### config.mk
export PLATFORM = sky130hd
export DESIGN_NAME = abt_front
export DESIGN_NICKNAME = d
export VERILOG_FILES = /design/src/hw/rtl/abt_pkg.sv /design/src/hw/rtl/abt_front.sv
export VERILOG_INCLUDE_DIRS = /design/src /design/src/hw/rtl
export SDC_FILE = /design/constraint.sdc
export NUM_CORES = 1
export LEC_CHECK = 0
export CAP_MARGIN = 40
export CORE_ASPECT_RATIO = 0.8
export CORE_MARGIN = 1
export CORE_UTILIZATION = 60
export CTS_BUF_LIST = sky130_fd_sc_hd__clkbuf_2
export DETAILED_ROUTE_END_ITERATION = 16
export DONT_BUFFER_PORTS = 1
export PLACE_DENSITY = 0.76
export SLEW_MARGIN = 10
export SYNTH_ARGS = -nofsm -noshare
export SYNTH_HDL_FRONTEND = slang
export SYNTH_SLANG_ARGS = --single-unit
### constraint.sdc
create_clock -name clk_i -period 9.1 [get_ports clk_i]
set_input_delay 1.82 -clock clk_i [delete_from_list [all_inputs] [get_ports clk_i]]
set_output_delay 1.82 -clock clk_i [all_outputs]
set_load 0.03 [all_outputs]
### src/hw/rtl/auto_block_tracker_top_macros.svh
// assertion helpers, clocked on clk_i and held off during reset
`ifndef AUTO_BLOCK_TRACKER_TOP_MACROS_SVH
`define AUTO_BLOCK_TRACKER_TOP_MACROS_SVH
`define ABT_ASSERT(lbl, prop, msg) \
  lbl: assert property (@(posedge clk_i) disable iff (!rst_ni) prop) else $error(msg);
`define ABT_NEVER(lbl, cond, msg) \
  lbl: assert property (@(posedge clk_i) disable iff (!rst_ni) !(cond)) else $error(msg);
`endif

### src/hw/rtl/abt_pkg.sv
package abt_pkg;

  localparam int ENTRIES = 32;
  localparam int IDX_W   = $clog2(ENTRIES);
  localparam int QDEPTH  = 2;
  localparam int QPTR_W  = $clog2(QDEPTH);
  localparam int QCNT_W  = $clog2(QDEPTH + 1);
  localparam int CFG_IDX_W  = 2;
  localparam int CFG_DATA_W = 16;

  typedef enum logic {
    OP_HIT  = 1'b0,
    OP_TICK = 1'b1
  } opcode_e;

  typedef enum logic {
    KIND_HIT  = 1'b0,
    KIND_RULE = 1'b1
  } kind_e;

  typedef enum logic [1:0] {
    STATUS_OK       = 2'd0,
    STATUS_DISABLED = 2'd1,
    STATUS_FULL     = 2'd2
  } status_e;

  typedef enum logic [CFG_IDX_W-1:0] {
    REG_ENABLE    = 2'd0,
    REG_THRESHOLD = 2'd1,
    REG_TIMEOUT   = 2'd2
  } cfg_reg_e;

  typedef enum logic [1:0] {
    ST_IDLE,
    ST_HIT,
    ST_TICK,
    ST_FLUSH
  } state_e;

  typedef struct packed {
    logic        opcode;
    logic        is_ip6;
    logic [63:0] addr_high;
    logic [63:0] addr_low;
    logic [15:0] table_index;
    logic [7:0]  action_code;
  } in_item_t;

  typedef struct packed {
    logic        kind;
    logic [1:0]  status;
    logic        rule_add;
    logic        out_is_ip6;
    logic [63:0] out_addr_high;
    logic [63:0] out_addr_low;
    logic [15:0] out_table_index;
    logic [7:0]  out_action_code;
    logic        last;
  } out_item_t;

  typedef struct packed {
    opcode_e     op;
    logic        is_ip6;
    logic [63:0] addr_high;
    logic [63:0] addr_low;
    logic [15:0] table_index;
    logic [7:0]  action_code;
  } cmd_t;

  typedef struct packed {
    logic        family;
    logic [63:0] addr_high;
    logic [63:0] addr_low;
    logic [15:0] tbl;
    logic [7:0]  action;
    logic [15:0] hit_count;
    logic        blocked;
    logic [15:0] seconds_left;
  } entry_t;

  typedef struct packed {
    logic valid;
    logic ready;
  } cmd_hs_t;

endpackage

### src/hw/rtl/abt_front.sv
`include "auto_block_tracker_top_macros.svh"

module abt_front (
  input  logic                clk_i,
  input  logic                rst_ni,
  input  logic                start,
  output logic                busy,
  input  abt_pkg::in_item_t   in_i,
  input  logic                cmd_ready_i,
  output abt_pkg::cmd_hs_t    hs_o,
  output abt_pkg::cmd_t       cmd_o
);

  abt_pkg::cmd_t                q_mem [abt_pkg::QDEPTH];
  logic [abt_pkg::QPTR_W-1:0]   wr_ptr_q, wr_ptr_d, rd_ptr_q, rd_ptr_d;
  logic [abt_pkg::QCNT_W-1:0]   count_q, count_d;
  abt_pkg::cmd_t                norm;
  logic                         push, pop;

  always_comb begin
    norm.op          = abt_pkg::opcode_e'(in_i.opcode);
    norm.is_ip6      = in_i.is_ip6;
    norm.addr_high   = in_i.is_ip6 ? in_i.addr_high : 64'd0;
    norm.addr_low    = in_i.is_ip6 ? in_i.addr_low : {32'd0, in_i.addr_low[31:0]};
    norm.table_index = in_i.table_index;
    norm.action_code = in_i.action_code;
  end

  assign busy     = (count_q == abt_pkg::QCNT_W'(abt_pkg::QDEPTH));
  assign push     = start && !busy;
  assign hs_o.valid = (count_q != '0);
  assign hs_o.ready = cmd_ready_i;
  assign pop      = hs_o.valid && cmd_ready_i;
  assign cmd_o    = q_mem[rd_ptr_q];

  always_comb begin
    wr_ptr_d = push ? wr_ptr_q + abt_pkg::QPTR_W'(1) : wr_ptr_q;
    rd_ptr_d = pop ? rd_ptr_q + abt_pkg::QPTR_W'(1) : rd_ptr_q;
    count_d  = count_q;
    if (push && !pop) begin
      count_d = count_q + abt_pkg::QCNT_W'(1);
    end else if (pop && !push) begin
      count_d = count_q - abt_pkg::QCNT_W'(1);
    end
  end

  always_ff @(posedge clk_i or negedge rst_ni) begin
    if (!rst_ni) begin
      wr_ptr_q <= '0;
      rd_ptr_q <= '0;
      count_q  <= '0;
    end else begin
      wr_ptr_q <= wr_ptr_d;
      rd_ptr_q <= rd_ptr_d;
      count_q  <= count_d;
    end
  end

  always_ff @(posedge clk_i) begin
    if (push) begin
      q_mem[wr_ptr_q] <= norm;
    end
  end

  `ABT_ASSERT(a_count_range, count_q <= abt_pkg::QCNT_W'(abt_pkg::QDEPTH), "queue count out of range")
  `ABT_NEVER(a_push_full, start && busy && (count_d != count_q) && !pop, "queue grew while full")
  `ABT_NEVER(a_pop_empty, pop && (count_q == '0), "pop from an empty queue")

endmodule

* Word level (Yosys, flattened, before mapping)
Memory sizes are Yosys's and may differ from the RTL's.
Cells that the tools add are included.
** Cells by class
- Add/sub/neg operators :: 4
- Multiplexer cells :: 6
- Reductions and logical operators :: 9
- Equality and inequality tests :: 1
** Operators by type and width (count)
- $mux W64 :: 2
- $logic_and A1 B1 Y1 :: 4
- $mux W2 :: 2
- $reduce_bool A2 Y1 :: 2
- $logic_not A1 Y1 :: 3
- $add A1 B1 Y1 const B :: 2
- $add A2 B1 Y2 const B :: 1
- $eq A2 B2 Y1 const B :: 1
- $mux W1 :: 2
- $sub A2 B1 Y2 const B :: 1
** Word-level totals
- Register bits after elaboration :: 4
- Input bits :: 158
- Memories kept :: 1
- Logic and storage cells :: 24
- Memory bits (writable) :: 308
** Memory list
- q_mem :: depth 2, bits a word 154, rd ports 1, clocked after memory_dff 0, write ports 1, RTL line abt_front.sv:14 : abt_pkg::cmd_t q_mem [abt_pkg::QDEPTH];

* Depth between registers and ports, before layout
- Word-level depth :: 7
- Mapped depth :: 7
- Gate-level depth less buffers :: 7

* Least setup slack after synthesis
OpenSTA, ideal clock, no wires.
- Path type :: input-to-reg
- Start :: input start
- End :: memory q_mem[0][0] (netlist name), enable pin
- Setup time :: 0.669 ns
- Buffers on the path :: 0
- Setup slack :: 0.130 ns
- Arrival :: 8.301 ns
- Stages :: 2
- Cells stage by stage :: nand2_1 nor2_1
** On the way
- Word-level cells in the longest chain between the ends :: 3
** Ends and longest elaborated chain
- from (decl) :: RTL line abt_front.sv:6 : input logic start,
- $logic_and A1 B1 Y1 :: RTL line abt_front.sv:30 : assign push = start && !busy;
- $mux W1 :: RTL line abt_front.sv:60 : if (push) begin
- $mux W1 (implied by the code) :: RTL line abt_front.sv:61 : q_mem[wr_ptr_q] <= norm;
- to (decl) :: RTL line abt_front.sv:14
No other way between the ends.

==> results.toml <==
[clock_network]
cts_made_buffers = 72
postCtsSetupRepairBufs = 0
cts_tree = "yes"
clkTransAtPathRegs_ps = 100
post_cts_resized = 0
clk_latency_ps = 790
clock-root-buffer = "clkbuf_2"
hold_buffers = 0
clockBufferDepth = 3
cts_sinks = 312
cts_htree_levels = 3

[hold_path]
min_from = "count_q[1]$_DFFE_PN0P_"
hold_depth = 1
hold_path_class = "register to register"
hold_end = "count_q[1]$_DFFE_PN0P_"

[worst_setup_path]
crit_path_end_kind = "output pin"
critPathLaunch = "rd_ptr_q$_DFFE_PN0P_"
r2r_cells = 7
crit_arrival_ps = 3060
r2r_slack_ps = 6570
cp.required_ps = 7280
timing.rr.start = "count_q[0]$_DFFE_PN0P_"
cp_max_fo = 76
critPathKind = "register to output pin"
startpoint_type = "register"
r2r-end = "q_mem[0][27]$_DFFE_PP_"

[synthesis]
synth_top_cell_by_area = "edfxtp_1"
ys_dominant_reg_cell = "edfxtp_1"
synth_area_sq_um = 12050
synth.most_common_cell = "edfxtp_1"
synthAdderAreaFrac = 0.001038
synthMuxAreaShare = 0.1439
synth-edff-count = 308
synth_area_per_cell_sq_um = 19.92
synth_top_family_by_area = "multiplexers"
synthSimpleGateAreaFrac = 0.05265
ys_ff_latch = 312
yosysSeqAreaShare = 0.7759
synthArstFlopShare = 0.01282
synth_area_leaders = "edfxtp_1 (77%), mux2_2 (14%), and2_1 (5.0%)"
syn_nets = 764
synth_top_cell_area_share = 0.7676
synth_compound_area_frac = 0
yosysWarnings = 0
ys_types = 19
synth_xor_area_frac = 0.003634
synthCells = 605
synth_common_cells = "edfxtp_1 (308), mux2_2 (154), and2_1 (96)"

[sta]
skew_ps = 59.74
clock.fmax_mhz = 205.0
max_slew_margin = 0.4900
worst_hold_slack_ps = 495.1
fin_crit_sh = 0.5360
slew_viol_final = 0
setup_tns_ps = 0
rsz0062_at_grt = "false"
tightestPinTransition_ps = 765.1
period_needed_ps = 4878
finalHoldViolCount = 0
setup_viol = 0

[power_and_ir_drop]
cellLeakagePower_nw = 4.478
seqPwrFrac = 0.466
power.switching_w = 0.001727
p_comb_frac = 0.338
swShare = 0.3825
power_density_nw_per_um2 = 347.7
power_frac_clock = 0.196
p_int_w = 0.002788
irDropWorstVdd_uv = 175.8

[routing]
dr.first_iter.drc_count = 356
firstDrtPassIters = 6
wl_um = 21980
viasPerCell = 5.547
vias = 5425
drcViolationCount = 0
drt-wirelength-per-cell_um = 22.48
drtAntennaViolNets = 0

[floorplanning]
die_height_um = 128.8
dieArea_sq_um = 20660
initial_core_util = 0.6239
fp.dieW_um = 160.4
ios = 315
core-area_sq_um = 19310
rows = 45

[run_status]
outcome = "complete, no violations"

[cells_and_area]
postLayoutCoreUtil = 0.6725
syn2layout_area_growth_pct = 7.789
final_cell_area_sq_um = 12990
drive_above_1_share = 0.4025
nets = 819

[grt]
grt_pass1_wl_um = 32450
grt_usage = 0.2132
antenna_found_initial = 7
grt_overflow_total = 0
grt_max_degree = 99
grt_pass1_vias = 5797

[flow_run]
drv_cap = 0

[place]
hpwl_um = 14550
place_congestion = 0.8740
port_buffers = 0
post_dp_cell_area_sq_um = 12290
==> power by group through the flow <==
| stage | clock, W | combinational (W) | sequential, W |
|---|---|---|---|
| final | 0.000885 | 0.00153 | 0.00210 |
| after global routing | 0.000984 | 0.00160 | 0.00213 |
| after CTS | 0.000916 | 0.00154 | 0.00211 |
| after detailed placement | 0 | 0.00154 | 0.00214 |
| after global placement | 0 | 0.00146 | 0.00213 |
| after floorplan | 0 | 0.00142 | 0.00212 |
==> final cells by class <==
| cell class | count | area (sq um) |
|---|---|---|
| antenna | 7 | 17.52 |
| clock buffer | 115 | 575.6 |
| tap | 258 | 322.8 |
| inverter | 2 | 7.507 |
| sequential | 312 | 9353 |
| multi-input combinational | 263 | 2437 |
| timing repair buffer | 9 | 167.7 |
| fill | 1245 | 6325 |
| clock inverter | 12 | 106.4 |
==> critical path: stages (launching register included) <==
cell     delay, ps
dfrtp_4        920
buf_4          430
buf_16         340
mux2_2         480
==> metrics by stage <==
stage               std cells  setup WS (ps)  total power (W)
floorplan                 605          129.5         0.003546
detailed placement        844           4997         0.003677
CTS                       971           4112         0.004568
global route              974           3985         0.004712
finish                    978           4222         0.004515
global placement          839           4814         0.003594
==> logic make-up after synthesis <==
| group | count (synthesis) |
|---|---|
| flip-flops | 312 |
| multiplexers | 154 |
| AND/OR/NAND/NOR | 103 |
| buffers and inverters | 30 |
| XOR/XNOR | 5 |
| adder cells (fa/ha/maj) | 1 |
==> per-layer routing <==
metal / track usage / part of all wire / up-vias / routed length (um)
met1: 0.2327 / 0.36 / 2605 / 7961
met3: 0.1093 / 0.13 / 36 / 2808
met5: 0 / 0.0010 / - / 23
li1: - / - / 2466 / -
met2: 0.3570 / 0.49 / 314 / 10830
met4: 0.08179 / 0.016 / 4 / 361
==> how the worst max path moves through the flow <==
stage                            endpoint  cells after the start  slack, ps
finish                         cmd_o[124]                      3       4220
global route                    cmd_o[41]                      3       3990
CTS                             cmd_o[41]                      3       4110
detailed placement             cmd_o[124]                      3       5000
global placement                cmd_o[41]                      2       4810
floorplan           q_mem[0][0]$_DFFE_PP_                      2        130
==> cells in the final DEF, fill, tap and decap left out, types with 3 or more instances in the layout <==
cell type	instances
clkbuf_2	115
xnor2_1	3
dfrtp_1	3
clkinv_1	7
and2_1	96
mux2_2	154
buf_4	4
diode_2	7
buf_16	5
edfxtp_1	308
==> flip-flops by register name (all words and copies together) (netlist names) <==
name,count
count_q,2
q_mem,308
rd_ptr_q,1
wr_ptr_q,1
No activity file was read; power rests on OpenSTA's default activity.
